`src/hdl/i2c_eeprom_byte_access_master_unit_defines.svh`:
```
// assertion macros shared by the bus master modules
`ifndef I2C_EEPROM_BYTE_ACCESS_MASTER_UNIT_DEFINES_SVH
`define I2C_EEPROM_BYTE_ACCESS_MASTER_UNIT_DEFINES_SVH

`ifndef ASSERT_OFF
// clocked check, disabled while reset is asserted
`define I2CM_ASSERT(lbl, clk, rst_n, prop, msg) \
  lbl: assert property (@(posedge clk) disable iff (!rst_n) prop) else $error(msg);
// clocked check that also holds during reset
`define I2CM_ASSERT_ALWAYS(lbl, clk, prop, msg) \
  lbl: assert property (@(posedge clk) prop) else $error(msg);
`else
`define I2CM_ASSERT(lbl, clk, rst_n, prop, msg)
`define I2CM_ASSERT_ALWAYS(lbl, clk, prop, msg)
`endif

`endif

```
`src/hdl/i2cm_pkg.sv`:
```
// shared types and constants of the two-wire eeprom bus master
package i2cm_pkg;

  // command codes carried with a tick
  localparam logic [1:0] ACT_WRITE = 2'd1;
  localparam logic [1:0] ACT_READ  = 2'd2;

  // configuration register indexes
  typedef enum logic [2:0] {
    CFG_DEVICE_ADDRESS    = 3'd0,
    CFG_BIT_HALF_TICKS    = 3'd1,
    CFG_START_STOP_TICKS  = 3'd2,
    CFG_ACK_TIMEOUT_POLLS = 3'd3,
    CFG_WRITE_WAIT_TICKS  = 3'd4
  } cfg_idx_e;

  // reset values of the configuration registers
  localparam logic [6:0]  RST_DEVICE_ADDRESS    = 7'd80;
  localparam logic [7:0]  RST_BIT_HALF_TICKS    = 8'd2;
  localparam logic [7:0]  RST_START_STOP_TICKS  = 8'd4;
  localparam logic [7:0]  RST_ACK_TIMEOUT_POLLS = 8'd250;
  localparam logic [15:0] RST_WRITE_WAIT_TICKS  = 16'd5000;

  // bits per transferred byte
  localparam logic [3:0] BYTE_BITS = 4'd8;

  // bus sequencer phases
  typedef enum logic [3:0] {
    PH_IDLE    = 4'd0,
    PH_S_SETUP = 4'd1,
    PH_S_HOLD  = 4'd2,
    PH_B_LOW   = 4'd3,
    PH_B_HIGH  = 4'd4,
    PH_A_LOW   = 4'd5,
    PH_A_HIGH  = 4'd6,
    PH_RS_LOW  = 4'd7,
    PH_R_LOW   = 4'd8,
    PH_R_HIGH  = 4'd9,
    PH_N_LOW   = 4'd10,
    PH_N_HIGH  = 4'd11,
    PH_P_LOW   = 4'd12,
    PH_P_HIGH  = 4'd13,
    PH_P_END   = 4'd14,
    PH_W_WAIT  = 4'd15
  } phase_e;

  // configuration register file contents
  typedef struct packed {
    logic [6:0]  device_address;
    logic [7:0]  bit_half_ticks;
    logic [7:0]  start_stop_ticks;
    logic [7:0]  ack_timeout_polls;
    logic [15:0] write_wait_ticks;
  } cfg_t;

  // one result of a tick
  typedef struct packed {
    logic       scl;
    logic       sda;
    logic       sda_en;
    logic       busy;
    logic       done;
    logic [7:0] read_data;
    logic       status;
  } res_t;

endpackage

```
`src/hdl/i2cm_core.sv`:
```
// bus sequencer state and its single-tick next-state logic
`include "i2c_eeprom_byte_access_master_unit_defines.svh"

module i2cm_core import i2cm_pkg::*; #(
  parameter int unsigned WAIT_BITS = 16
) (
  input  logic       clk_i,
  input  logic       rst_ni,
  input  logic       step_i,
  input  logic [1:0] action_i,
  input  logic [7:0] word_address_i,
  input  logic [7:0] write_data_i,
  input  logic       sda_in_i,
  input  cfg_t       cfg_i,
  output res_t       res_o
);

  phase_e               phase_q, phase_d;
  logic [7:0]           shift_q, shift_d;
  logic [3:0]           bit_cnt_q, bit_cnt_d;
  logic [2:0]           byte_idx_q, byte_idx_d;
  logic [WAIT_BITS-1:0] tick_q, tick_d;
  logic [7:0]           ack_wait_q, ack_wait_d;
  logic [7:0]           held_addr_q, held_addr_d;
  logic [7:0]           held_data_q, held_data_d;
  logic                 is_read_q, is_read_d;
  logic [7:0]           read_q, read_d;
  logic                 status_q, status_d;

  logic [WAIT_BITS-1:0] tick_inc;
  logic [WAIT_BITS-1:0] dur;
  logic [WAIT_BITS-1:0] dur_raw;
  logic [WAIT_BITS-1:0] wait_dur;
  logic [WAIT_BITS-1:0] bit_dur;
  logic [WAIT_BITS-1:0] ss_dur;
  logic [31:0]          wait_ext;
  logic [31:0]          bit_ext;
  logic [31:0]          ss_ext;
  logic [2:0]           idx_n;
  logic [3:0]           cnt_n;
  logic                 done;

  // byte to send for a given position in the transaction
  function automatic logic [7:0] byte_for(input logic [2:0] idx, input logic rd,
                                          input logic [6:0] dev, input logic [7:0] addr,
                                          input logic [7:0] data);
    logic [7:0] b;
    if (idx == 3'd0) begin
      b = {dev, 1'b0};
    end else if (idx == 3'd1) begin
      b = addr;
    end else if (rd) begin
      b = {dev, 1'b1};
    end else begin
      b = data;
    end
    return b;
  endfunction

  // phase durations at tick counter width
  assign wait_ext = {16'd0, cfg_i.write_wait_ticks};
  assign bit_ext  = {24'd0, cfg_i.bit_half_ticks};
  assign ss_ext   = {24'd0, cfg_i.start_stop_ticks};
  assign wait_dur = wait_ext[WAIT_BITS-1:0];
  assign bit_dur  = bit_ext[WAIT_BITS-1:0];
  assign ss_dur   = ss_ext[WAIT_BITS-1:0];

  always_comb begin
    unique case (phase_q)
      PH_S_SETUP, PH_S_HOLD, PH_P_LOW, PH_P_HIGH, PH_P_END: dur_raw = ss_dur;
      PH_W_WAIT: dur_raw = wait_dur;
      default:   dur_raw = bit_dur;
    endcase
    // a zero duration lasts one tick
    dur = (dur_raw == '0) ? {{(WAIT_BITS-1){1'b0}}, 1'b1} : dur_raw;
  end

  assign tick_inc = tick_q + {{(WAIT_BITS-1){1'b0}}, 1'b1};
  assign idx_n    = byte_idx_q + 3'd1;

  // next state and result of one tick
  always_comb begin
    phase_d     = phase_q;
    shift_d     = shift_q;
    bit_cnt_d   = bit_cnt_q;
    byte_idx_d  = byte_idx_q;
    tick_d      = tick_q;
    ack_wait_d  = ack_wait_q;
    held_addr_d = held_addr_q;
    held_data_d = held_data_q;
    is_read_d   = is_read_q;
    read_d      = read_q;
    status_d    = status_q;
    done        = 1'b0;
    cnt_n       = bit_cnt_q + 4'd1;

    if (phase_q == PH_IDLE) begin
      // command pickup
      if (action_i == ACT_WRITE || action_i == ACT_READ) begin
        held_addr_d = word_address_i;
        held_data_d = write_data_i;
        is_read_d   = (action_i == ACT_READ);
        status_d    = 1'b0;
        byte_idx_d  = 3'd0;
        phase_d     = PH_S_SETUP;
        tick_d      = '0;
      end
    end else if (phase_q == PH_A_HIGH) begin
      // acknowledge poll while the clock is high
      if (!sda_in_i) begin
        byte_idx_d = idx_n;
        tick_d     = '0;
        if (!is_read_q) begin
          if (idx_n < 3'd3) begin
            shift_d   = byte_for(idx_n, is_read_q, cfg_i.device_address,
                                 held_addr_q, held_data_q);
            bit_cnt_d = 4'd0;
            phase_d   = PH_B_LOW;
          end else begin
            phase_d = PH_P_LOW;
          end
        end else if (idx_n == 3'd2) begin
          phase_d = PH_RS_LOW;
        end else if (idx_n < 3'd2) begin
          shift_d   = byte_for(idx_n, is_read_q, cfg_i.device_address,
                               held_addr_q, held_data_q);
          bit_cnt_d = 4'd0;
          phase_d   = PH_B_LOW;
        end else begin
          shift_d   = 8'd0;
          bit_cnt_d = 4'd0;
          phase_d   = PH_R_LOW;
        end
      end else if (ack_wait_q >= cfg_i.ack_timeout_polls) begin
        status_d = 1'b1;
        phase_d  = PH_P_LOW;
        tick_d   = '0;
      end else begin
        ack_wait_d = ack_wait_q + 8'd1;
      end
    end else begin
      // timed phases
      tick_d = tick_inc;
      if (tick_inc >= dur) begin
        tick_d = '0;
        unique case (phase_q)
          PH_S_SETUP: phase_d = PH_S_HOLD;
          PH_S_HOLD: begin
            shift_d   = byte_for(byte_idx_q, is_read_q, cfg_i.device_address,
                                 held_addr_q, held_data_q);
            bit_cnt_d = 4'd0;
            phase_d   = PH_B_LOW;
          end
          PH_B_LOW: phase_d = PH_B_HIGH;
          PH_B_HIGH: begin
            shift_d   = {shift_q[6:0], 1'b0};
            bit_cnt_d = cnt_n;
            if (cnt_n >= BYTE_BITS) begin
              ack_wait_d = 8'd0;
              phase_d    = PH_A_LOW;
            end else begin
              phase_d = PH_B_LOW;
            end
          end
          PH_A_LOW:  phase_d = PH_A_HIGH;
          PH_RS_LOW: phase_d = PH_S_SETUP;
          PH_R_LOW:  phase_d = PH_R_HIGH;
          PH_R_HIGH: begin
            shift_d   = {shift_q[6:0], sda_in_i};
            bit_cnt_d = cnt_n;
            phase_d   = (cnt_n >= BYTE_BITS) ? PH_N_LOW : PH_R_LOW;
          end
          PH_N_LOW: phase_d = PH_N_HIGH;
          PH_N_HIGH: begin
            read_d  = shift_q;
            phase_d = PH_P_LOW;
          end
          PH_P_LOW:  phase_d = PH_P_HIGH;
          PH_P_HIGH: phase_d = PH_P_END;
          PH_P_END: begin
            if (!is_read_q && !status_q && wait_dur != '0) begin
              phase_d = PH_W_WAIT;
            end else begin
              phase_d = PH_IDLE;
              done    = 1'b1;
            end
          end
          default: begin
            phase_d = PH_IDLE;
            done    = 1'b1;
          end
        endcase
      end
    end

    // pin drive follows the updated phase
    res_o.scl    = 1'b1;
    res_o.sda    = 1'b1;
    res_o.sda_en = 1'b1;
    unique case (phase_d)
      PH_S_HOLD: res_o.sda = 1'b0;
      PH_B_LOW: begin
        res_o.scl = 1'b0;
        res_o.sda = shift_d[7];
      end
      PH_B_HIGH: res_o.sda = shift_d[7];
      PH_A_LOW, PH_R_LOW: begin
        res_o.scl    = 1'b0;
        res_o.sda_en = 1'b0;
      end
      PH_A_HIGH, PH_R_HIGH: res_o.sda_en = 1'b0;
      PH_RS_LOW, PH_N_LOW: res_o.scl = 1'b0;
      PH_P_LOW: begin
        res_o.scl = 1'b0;
        res_o.sda = 1'b0;
      end
      PH_P_HIGH: res_o.sda = 1'b0;
      default: ;
    endcase
    res_o.busy      = (phase_d != PH_IDLE);
    res_o.done      = done;
    res_o.read_data = read_d;
    res_o.status    = status_d;
  end

  // state registers, advanced once per accepted tick
  always_ff @(posedge clk_i or negedge rst_ni) begin
    if (!rst_ni) begin
      phase_q     <= PH_IDLE;
      shift_q     <= 8'd0;
      bit_cnt_q   <= 4'd0;
      byte_idx_q  <= 3'd0;
      tick_q      <= '0;
      ack_wait_q  <= 8'd0;
      held_addr_q <= 8'd0;
      held_data_q <= 8'd0;
      is_read_q   <= 1'b0;
      read_q      <= 8'd0;
      status_q    <= 1'b0;
    end else if (step_i) begin
      phase_q     <= phase_d;
      shift_q     <= shift_d;
      bit_cnt_q   <= bit_cnt_d;
      byte_idx_q  <= byte_idx_d;
      tick_q      <= tick_d;
      ack_wait_q  <= ack_wait_d;
      held_addr_q <= held_addr_d;
      held_data_q <= held_data_d;
      is_read_q   <= is_read_d;
      read_q      <= read_d;
      status_q    <= status_d;
    end
  end

  // sequencer checks
  `I2CM_ASSERT(a_done_to_idle, clk_i, rst_ni, (step_i && res_o.done) |=> (phase_q == PH_IDLE), "done without return to idle")
  `I2CM_ASSERT(a_bit_cnt_range, clk_i, rst_ni, (bit_cnt_q <= BYTE_BITS), "bit count beyond a byte")
  `I2CM_ASSERT(a_byte_idx_range, clk_i, rst_ni, (byte_idx_q <= 3'd3), "byte index beyond the last byte")

endmodule

```
`src/hdl/i2c_eeprom_byte_access_master_unit.sv`:
```
// top level of the two-wire eeprom bus master: config registers and result register
// Each accepted input is one bus tick and yields exactly one result in the next cycle, and a
// tick can be accepted in every cycle unless a stalled result holds it (one item per cycle
// without stalls), through the single registered pass of the sequencer next-state logic and
// a result register that lets a new tick in while the previous result is taken.
// A byte write runs start, device address, word address, data, stop and then
// write_wait_ticks idle ticks; a random read runs start, device address, word address,
// repeated start, device read address, eight data bits, no acknowledge and stop. Bit
// halves last bit_half_ticks ticks, start and stop steps start_stop_ticks ticks. Commands
// are ignored while busy; a missing acknowledge ends the transfer with a stop and status 1.
// The user writes configuration only while no transaction is running; no check enforces it.
`include "i2c_eeprom_byte_access_master_unit_defines.svh"

module i2c_eeprom_byte_access_master_unit import i2cm_pkg::*; #(
  parameter int unsigned WAIT_BITS = 16
) (
  input  logic        clk_i,
  input  logic        rst_ni,
  // tick channel
  input  logic        in_valid_i,
  output logic        in_stall_o,
  input  logic [1:0]  action_i,
  input  logic [7:0]  word_address_i,
  input  logic [7:0]  write_data_i,
  input  logic        sda_in_i,
  // result channel
  output logic        out_valid_o,
  input  logic        out_stall_i,
  output logic        scl_out_o,
  output logic        sda_out_o,
  output logic        sda_drive_enable_o,
  output logic        busy_res_o,
  output logic        done_res_o,
  output logic [7:0]  read_data_o,
  output logic        status_o,
  // configuration write channel
  input  logic        cfg_valid_i,
  output logic        cfg_ready_o,
  input  logic [2:0]  cfg_index_i,
  input  logic [15:0] cfg_data_i
);

  cfg_t cfg_q;
  res_t res_d, res_q;
  logic out_valid_q;
  logic in_accept;

  // a tick is taken whenever the result register is free or being emptied
  assign in_stall_o  = out_valid_q && out_stall_i;
  assign in_accept   = in_valid_i && !in_stall_o;
  assign cfg_ready_o = 1'b1;

  // configuration registers
  always_ff @(posedge clk_i or negedge rst_ni) begin
    if (!rst_ni) begin
      cfg_q.device_address    <= RST_DEVICE_ADDRESS;
      cfg_q.bit_half_ticks    <= RST_BIT_HALF_TICKS;
      cfg_q.start_stop_ticks  <= RST_START_STOP_TICKS;
      cfg_q.ack_timeout_polls <= RST_ACK_TIMEOUT_POLLS;
      cfg_q.write_wait_ticks  <= RST_WRITE_WAIT_TICKS;
    end else if (cfg_valid_i && cfg_ready_o) begin
      unique case (cfg_index_i)
        CFG_DEVICE_ADDRESS:    cfg_q.device_address    <= cfg_data_i[6:0];
        CFG_BIT_HALF_TICKS:    cfg_q.bit_half_ticks    <= cfg_data_i[7:0];
        CFG_START_STOP_TICKS:  cfg_q.start_stop_ticks  <= cfg_data_i[7:0];
        CFG_ACK_TIMEOUT_POLLS: cfg_q.ack_timeout_polls <= cfg_data_i[7:0];
        CFG_WRITE_WAIT_TICKS:  cfg_q.write_wait_ticks  <= cfg_data_i;
        default: ;
      endcase
    end
  end

  // bus sequencer
  i2cm_core #(
    .WAIT_BITS(WAIT_BITS)
  ) u_core (
    .clk_i          (clk_i),
    .rst_ni         (rst_ni),
    .step_i         (in_accept),
    .action_i       (action_i),
    .word_address_i (word_address_i),
    .write_data_i   (write_data_i),
    .sda_in_i       (sda_in_i),
    .cfg_i          (cfg_q),
    .res_o          (res_d)
  );

  // result valid flag
  always_ff @(posedge clk_i or negedge rst_ni) begin
    if (!rst_ni) begin
      out_valid_q <= 1'b0;
    end else if (in_accept) begin
      out_valid_q <= 1'b1;
    end else if (!out_stall_i) begin
      out_valid_q <= 1'b0;
    end
  end

  // result payload
  always_ff @(posedge clk_i) begin
    if (in_accept) begin
      res_q <= res_d;
    end
  end

  assign out_valid_o        = out_valid_q;
  assign scl_out_o          = res_q.scl;
  assign sda_out_o          = res_q.sda;
  assign sda_drive_enable_o = res_q.sda_en;
  assign busy_res_o         = res_q.busy;
  assign done_res_o         = res_q.done;
  assign read_data_o        = res_q.read_data;
  assign status_o           = res_q.status;

  // result register checks
  `I2CM_ASSERT(a_accept_gives_result, clk_i, rst_ni, in_accept |=> out_valid_o, "accepted tick gave no result")
  `I2CM_ASSERT(a_empty_never_stalls, clk_i, rst_ni, !out_valid_o |-> !in_stall_o, "stall with empty result register")
  `I2CM_ASSERT(a_cfg_dev_write, clk_i, rst_ni, (cfg_valid_i && cfg_index_i == CFG_DEVICE_ADDRESS) |=> (cfg_q.device_address == $past(cfg_data_i[6:0])), "device address write lost")

endmodule

```
`config.mk`:
```
export PLATFORM = sky130hd
export DESIGN_NAME = i2c_eeprom_byte_access_master_unit
export DESIGN_NICKNAME = d
export VERILOG_FILES = /design/src/hdl/i2cm_pkg.sv /design/src/hdl/i2cm_core.sv /design/src/hdl/i2c_eeprom_byte_access_master_unit.sv
export VERILOG_INCLUDE_DIRS = /design/src /design/src/hdl
export SDC_FILE = /design/constraint.sdc
export NUM_CORES = 1
export LEC_CHECK = 0
export BUFFER_PORTS_ARGS = -buffer_cell sky130_fd_sc_hd__buf_4
export CAP_MARGIN = 10
export CORE_MARGIN = 1.5
export CORE_UTILIZATION = 45
export CTS_BUF_LIST = sky130_fd_sc_hd__clkbuf_4 sky130_fd_sc_hd__clkbuf_8
export CTS_CLUSTER_DIAMETER = 120
export DETAILED_ROUTE_END_ITERATION = 12
export PLACE_DENSITY = 0.65
export SYNTH_ARGS = -nofsm -noshare
export SYNTH_HDL_FRONTEND = slang
export SYNTH_HIERARCHICAL = 1
export SYNTH_SLANG_ARGS = --single-unit
```
`constraint.sdc`:
```
create_clock -name clk_i -period 4.1 [get_ports clk_i]
set_input_delay 0.82 -clock clk_i [delete_from_list [all_inputs] [get_ports clk_i]]
set_output_delay 0.82 -clock clk_i [all_outputs]
set_load 0.03 [all_outputs]
```
==> flow_summary.ini, run 1 <==
[worst_setup_path]
cp.required_ns = 4.29
path_cells = nor2_2 > nor2_2 > o211a_4 > a22o_1 > a21oi_2 > nand2_1 > o31ai_2 > ha_1 > nand2b_4 > a2111oi_4 > o32ai_2 > or3_4 > buf_6 > a21oi_4 > nor2_1 > o32a_2
slowest_stage = dfrtp_1
startpoint_type = flip-flop
endpoint_kind = flip-flop
cp_num_buf_inv = 1
arrival_ns = 4.26
worst-path-max-fanout = 6
crit_top_cell = nor2_2
critPathKind = reg -> reg
slowest_delay_ns = 0.42
cp_top_family = compound AO/OA/AOI/OAI gates

[clock_network]
holdBufCountCts = 0
insertion_delay_ns = 0.45
cts.sinks = 131
tritoncts = yes
cts_root_buffer = clkbuf_8
clkTransAtPathRegs_ns = 0.09
clockBufferDepth = 2
cts_max_level = 4
cts_buffers = 17

[sta]
postLayoutSetupSlackWorst_ns = 0.0313
hold_violations = 0
finalSetupTns_ns = 0
fmax_ghz = 0.246
setup_viol = 0
slew_headroom = 0.325
drv_slew = 0
clock-skew-final_ns = 0.0148
fin_crit_sh = 0.992
worstMarginPinSlew_ns = 1.01
rsz0062_at_grt = yes
period_needed_ns = 4.07

[finish]
design_area_sq_mm = 0.00904
fin_util = 0.547
syn_to_final_growth_pct = 19.5
multi_input_area_sq_mm = 0.00405
nFillCells = 1436
nets = 929
antenna_cells = 0
layout.cells.non_filler = 1087
seqCellArea_sq_mm = 0.00337
drive_gt1_frac = 0.309

[route]
wl_um = 19700
vias_per_cell = 5.69
drt_iter0_drc = 502
routedWlPerCell_um = 18.1
drc_errors = 0
firstDrtPassIters = 5
routed-via-count = 6186
postRouteAntennaNets = 0

[global_route]
antenna_found_initial = 1
overflow = 0
grt_usage = 0.228
grt_pass1_wl_um = 31400
grt_max_degree = 66
grt_pass1_vias = 5805

[logic_synthesis]
synth_warnings = 6
ys_ff_latch = 131
syn_inst = 759
synth.net_count = 834
synth_adder_area_share = 0.0529
yosysUniqueCellTypes = 78
synth-edff-count = 14
ys_async_sr_fraction = 0.893
synth_area_sq_mm = 0.00756
synth_ff_type = dfrtp_1
synth_xor_area_frac = 0.0218
muxShareOfSynthArea = 0.104
synthSimpleGateAreaFrac = 0.174
yosysSeqAreaShare = 0.445
synth.avg_cell_area_sq_um = 9.96
synth_top_family_by_area = simple AND/OR/NAND/NOR gates
synth_compound_area_frac = 0.167

[floorplan]
dieWidth_um = 133
die_h_um = 133
design.core.area_sq_mm = 0.0165
dieArea_sq_mm = 0.0176
io_pins = 60
start_util = 0.458
fp-row-count = 47

[placement]
port_buffers = 58
gp_congestion = 0.906
dpl.cell_count = 1041
pre_cts_ws_ns = -0.126
placed_area_sq_mm = 0.00841
hpwl_um = 14100

[power_and_ir_drop]
p_leak_nw = 4.04
p_per_area_mw_per_mm2 = 637
peakVddDrop_mv = 0.292

[hold_path]
hp-class = in -> async

[run]
cap_violations = 0

[status]
status = completed
area by class of cell:
cell class | instances | area share
clock buffers | 21 | 0.0313
clock inverters | 11 | 0.0162
flip-flops and latches | 131 | 0.373
multi-input cells | 573 | 0.448
inverters | 19 | 0.00789
well taps | 220 | 0.0304
repair buffers | 112 | 0.0938
routing by layer:
layer	up-vias	wire [um]	GRT usage
li1	2948	-	-
met5	-	10	0
met3	25	1180	0.0586
met2	217	8810	0.346
met1	2994	9420	0.326
met4	2	269	0.0537
logic make-up after synthesis:
logic type	count (synthesis)
AND/OR/NAND/NOR	271
AO/OA/AOI/OAI	183
flip-flops	131
multiplexers	67
buffers and inverters	56
adder cells (fa/ha/maj)	32
XOR/XNOR	18
other	1
report_power, final:
group	switching (mW)	internal, mW	leakage, nW	total (mW)
Combinational	1.48	1.23	2.23	2.70
Sequential	0.254	1.61	1.59	1.87
Clock	0.525	0.661	0.217	1.19
Total	2.26	3.50	4.04	5.76
cell usage in the layout, fill, tap and decap left out, types with 4 or more instances in the layout:
cell and n:
nor2_1 55, edfxtp_1 14, o21a_1 4, dfrtp_1 101, xnor2_1 7, mux2_2 54, and2_1 5, nand2b_1 10
a22o_1 18, a22oi_1 14, nand3_1 23, a21oi_1 37, o22ai_1 6, o21ai_0 41, nand2_1 111, inv_1 19
mux2_4 10, a2bb2oi_1 4, dfstp_2 15, nand4_1 6, xor2_1 10, a31oi_1 4, and3_1 6, or2_2 6
buf_4 110, nor3_1 10, ha_1 32, nor4_1 5, clkbuf_8 20, o221ai_1 8, a21oi_2 9
registers in the layout, summed over array words and instances (netlist names), 8 cells and up:
name	flops
cfg_q	47
read_data_o	8
u_core/ack_wait_q	8
u_core/held_addr_q	8
u_core/held_data_q	8
u_core/read_q	8
u_core/shift_q	8
u_core/tick_q	16
worst paths after layout:
check                                                       start  depth (start not counted)  slack, ns                                 to
worst max-delay path                u_core/phase_q[0]$_DFFE_PN0P_                         16       0.03                sda_out_o$_DFFE_PP_
worst max register to register      u_core/phase_q[0]$_DFFE_PN0P_                         16       0.03                sda_out_o$_DFFE_PP_
max in group asynchronous                                  rst_ni                          2       2.75               cfg_q[9]$_DFFE_PN1P_
worst min-delay path                                       rst_ni                          1       0.48       u_core/read_q[5]$_DFFE_PN0P_
min in group clk_i              u_core/held_addr_q[0]$_DFFE_PN0P_                          2       0.51  u_core/held_addr_q[0]$_DFFE_PN0P_
worst min register to register  u_core/held_addr_q[0]$_DFFE_PN0P_                          2       0.51  u_core/held_addr_q[0]$_DFFE_PN0P_
synth_stat cells, types with 14 or more instances:
cell | number | area [sq um]
o21ai_0 | 41 | 205
dfstp_2 | 15 | 394
nor2_1 | 59 | 221
mux2_2 | 54 | 608
dfrtp_1 | 102 | 2550
ha_1 | 32 | 400
clkbuf_1 | 22 | 82.6
inv_1 | 19 | 71.3
nand2_1 | 112 | 420
a22oi_1 | 14 | 105
a21oi_1 | 45 | 225
edfxtp_1 | 14 | 420
a22o_1 | 18 | 158
nand3_1 | 24 | 120
per-stage QoR:
| step | total power [mW] | hold WS [ns] |
|---|---|---|
| global placement | 4.18 | 0.483 |
| CTS | 5.52 | 0.502 |
| floorplan | 3.48 | 0.466 |
| detailed placement | 4.25 | 0.491 |
| global route | 6.11 | 0.525 |
| finish | 5.76 | 0.475 |
repair_timing:
item	4_1_cts	5_1_grt
gates resized for setup	6	19
endpoints found under the setup margin	3	29
pin swaps	2	11
gates cloned	0	1
setup buffers	2	11
No activity file was read; power rests on OpenSTA's default activity.
==> run 2, diff against run 1 <==
Settings changed: CORE_ASPECT_RATIO set to 0.9, GPL_ROUTABILITY_DRIVEN set to 0, SYNTH_HIERARCHICAL 1 to not set.
==> run 2 against run 1 <==
  * Sequential power rose by 5%
  * Via count down 2.7%
  * Cell count fell by 5.3%
  * Clock power is essentially flat
  * Setup slack better by 0.28 ns
==> flow_summary.ini, run 2 <==
[status]
status = completed

[route]
wl_um = 18300
drc_errors = 0
postRouteAntennaNets = 0
routed-via-count = 6022
firstDrtPassIters = 5
routedWlPerCell_um = 17.8
vias_per_cell = 5.85
drt_iter0_drc = 585

[power_and_ir_drop]
pwr-share-clk = 0.215
p_per_area_mw_per_mm2 = 634
p_leak_nw = 3.83
p_comb_frac = 0.431
p_seq_frac = 0.354
p_int_mw = 3.33
p_sw_frac = 0.398
peakVddDrop_mv = 0.397
switchingPower_mw = 2.20

[logic_synthesis]
synth_ff_type = dfrtp_1
muxShareOfSynthArea = 0.113
synth_area_leader_cell = dfrtp_1
yosysMostFrequentCell = dfrtp_1
synth_area_sq_mm = 0.00746
yosys-top-cells-area = dfrtp_1 (34%), mux2_2 (11%), edfxtp_1 (5.6%), ha_1 (5.5%), dfstp_2 (5.3%)
synthSimpleGateAreaFrac = 0.154
synth.net_count = 818
synth_compound_area_frac = 0.164
synth-edff-count = 14
synth_top_area_share = 0.342
yosysSeqAreaShare = 0.451
yosysUniqueCellTypes = 71
ys_async_sr_fraction = 0.893
syn_inst = 742
ys_top_cells_by_count = dfrtp_1 (102), nand2_1 (92), mux2_2 (73)
synth_top_family_by_area = compound AO/OA/AOI/OAI gates
synth_adder_area_share = 0.0553
synth.avg_cell_area_sq_um = 10.1
synth_warnings = 0
ys_ff_latch = 131
synth_xor_area_frac = 0.0282

[finish]
antenna_cells = 0
reg_top3 = cfg_q x47, u_core.tick_q x16
final_common_cell = dfrtp_1
layout.cells.non_filler = 1029
syn_to_final_growth_pct = 16.9
design_area_sq_mm = 0.00872
mostFrequentLayoutCells = dfrtp_1 (100), nand2_1 (92), buf_4 (83), mux2_2 (73), nor2_1 (59)
nets = 885
top_register = cfg_q
largest_reg_flops = 47
drive_gt1_frac = 0.286

[placement]
pre_cts_ws_ns = 0.189
hpwl_um = 13400
port_buffers = 58
placed_area_sq_mm = 0.00821
dpl.cell_count = 995

[global_route]
overflow = 0
grt_max_degree = 63
grt_pass1_wl_um = 30200
grt_pass1_vias = 5952
grt_usage = 0.216
antenna_found_initial = 0

[clock_network]
holdBufCountCts = 0
cts_buffers = 17
cts.sinks = 131
cts_max_level = 4
cts_root_buffer = clkbuf_8
clockBufferDepth = 2
insertion_delay_ns = 0.45
clkTransAtPathRegs_ns = 0.08
tritoncts = yes

[run]
cap_violations = 0

[sta]
fin_crit_sh = 0.925
fmax_ghz = 0.264
slew_headroom = 0.488
hold_violations = 0
postLayoutSetupSlackWorst_ns = 0.309
drv_slew = 0
period_needed_ns = 3.79
clock-skew-final_ns = 0.00965
worstMarginPinSlew_ns = 0.767
setup_viol = 0

[worst_setup_path]
crit_top_cell = nor2_1
path_cells = nand3_1 > nor2_1 > and3_1 > and3_1 > and3_1 > nand3_1 > xnor2_2 > ha_1 > nand2_1 > nor2_1 > nand2_1 > o21a_2 > buf_4 > buf_4 > nor4_4 > buf_6 > mux2_2 > nor2_1 > nor2_1
worst-path-max-fanout = 8
slowest_delay_ns = 0.41
cp_top_family = simple AND/OR/NAND/NOR gates
cp.required_ns = 4.45
arrival_ns = 4.14
critPathKind = reg -> reg
endpoint_kind = flip-flop
cp_num_buf_inv = 3
startpoint_type = flip-flop
slowest_stage = dfrtp_1

[floorplan]
design.core.area_sq_mm = 0.0162
start_util = 0.461
dieArea_sq_mm = 0.0174
io_pins = 60
fp-row-count = 44
die_h_um = 125
dieWidth_um = 139

[hold_path]
hp-class = in -> async
[run 2: repair_timing]
item / in CTS / in global routing
buffers inserted: 0 / 2
gates resized for setup: 0 / 16
endpoints found under the setup margin: 0 / 33
[run 2: final timing paths]
path	endpoint	slack [ns]	startpoint	cells past startpoint
max	u_core.read_q[6]$_DFFE_PN0P_	0.31	u_core.tick_q[1]$_DFFE_PN0P_	19
min	cfg_q[24]$_DFFE_PN0P_	0.42	rst_ni	1
max reg2reg	u_core.read_q[6]$_DFFE_PN0P_	0.31	u_core.tick_q[1]$_DFFE_PN0P_	19
min reg2reg	u_core.read_q[2]$_DFFE_PN0P_	0.48	u_core.read_q[2]$_DFFE_PN0P_	2
max in group asynchronous	cfg_q[44]$_DFFE_PN1P_	2.84	rst_ni	2
min in group clk_i	u_core.read_q[2]$_DFFE_PN0P_	0.48	u_core.read_q[2]$_DFFE_PN0P_	2
[run 2: worst register-to-register path: stages, from the launching register on]
cell and delay (ns):
dfrtp_1 0.41, nand3_1 0.09, nor2_1 0.12, and3_1 0.26, and3_1 0.26, and3_1 0.25
nand3_1 0.14, xnor2_2 0.16, ha_1 0.29, nand2_1 0.07, nor2_1 0.12, nand2_1 0.09
o21a_2 0.28, buf_4 0.17, buf_4 0.14, nor4_4 0.14, buf_6 0.18, mux2_2 0.35
nor2_1 0.10, nor2_1 0.05
[run 2: stage by stage]
step	power (mW)	hold slack [ns]	setup TNS (ns)	utilization
2_1_floorplan	3.57	0.442	0	-
6_report	5.54	0.423	0	0.539
3_5_place_dp	4.24	0.464	0	0.507
5_1_grt	5.90	0.464	-0.00232	0.539
3_3_place_gp	4.13	0.453	0	0.507
4_1_cts	5.44	0.440	0	0.534
[run 2: power by group through the flow]
stage / logic (mW) / clock network [mW] / registers (mW)
2_1_floorplan: 1.68 / 0 / 1.89
3_3_place_gp: 2.19 / 0 / 1.95
3_5_place_dp: 2.27 / 0 / 1.97
4_1_cts: 2.29 / 1.21 / 1.94
5_1_grt: 2.63 / 1.27 / 2.00
6_report: 2.38 / 1.19 / 1.96
[run 2: final cells by class]
class                   instances  area (sq um)
well taps                     207           259
multi-input cells             551          3920
clock inverters                13           183
flip-flops and latches        131          3370
inverters                      22          82.6
repair buffers                 86           666
fillers                      1458          7460
clock buffers                  19           249
[run 2: logic make-up (layout without fill, tap and decap cells)]
group,Yosys count,in the layout
simple gates,237,237
other cells,1,1
mux,75,75
fa+ha+maj,33,33
compound gates,181,181
buf+inv,60,140
flops,131,131
xor+xnor,24,24
[run 2: routing by layer]
layer / GRT usage / routed length (um) / vias up / part of all wire
li1: - / - / 2837 / -
met1: 0.307 / 8420 / 2945 / 0.46
met2: 0.338 / 8490 / 211 / 0.46
met3: 0.0444 / 1110 / 29 / 0.061
met4: 0.0600 / 263 / 0 / 0.014
met5: 0 / 0 / - / 0
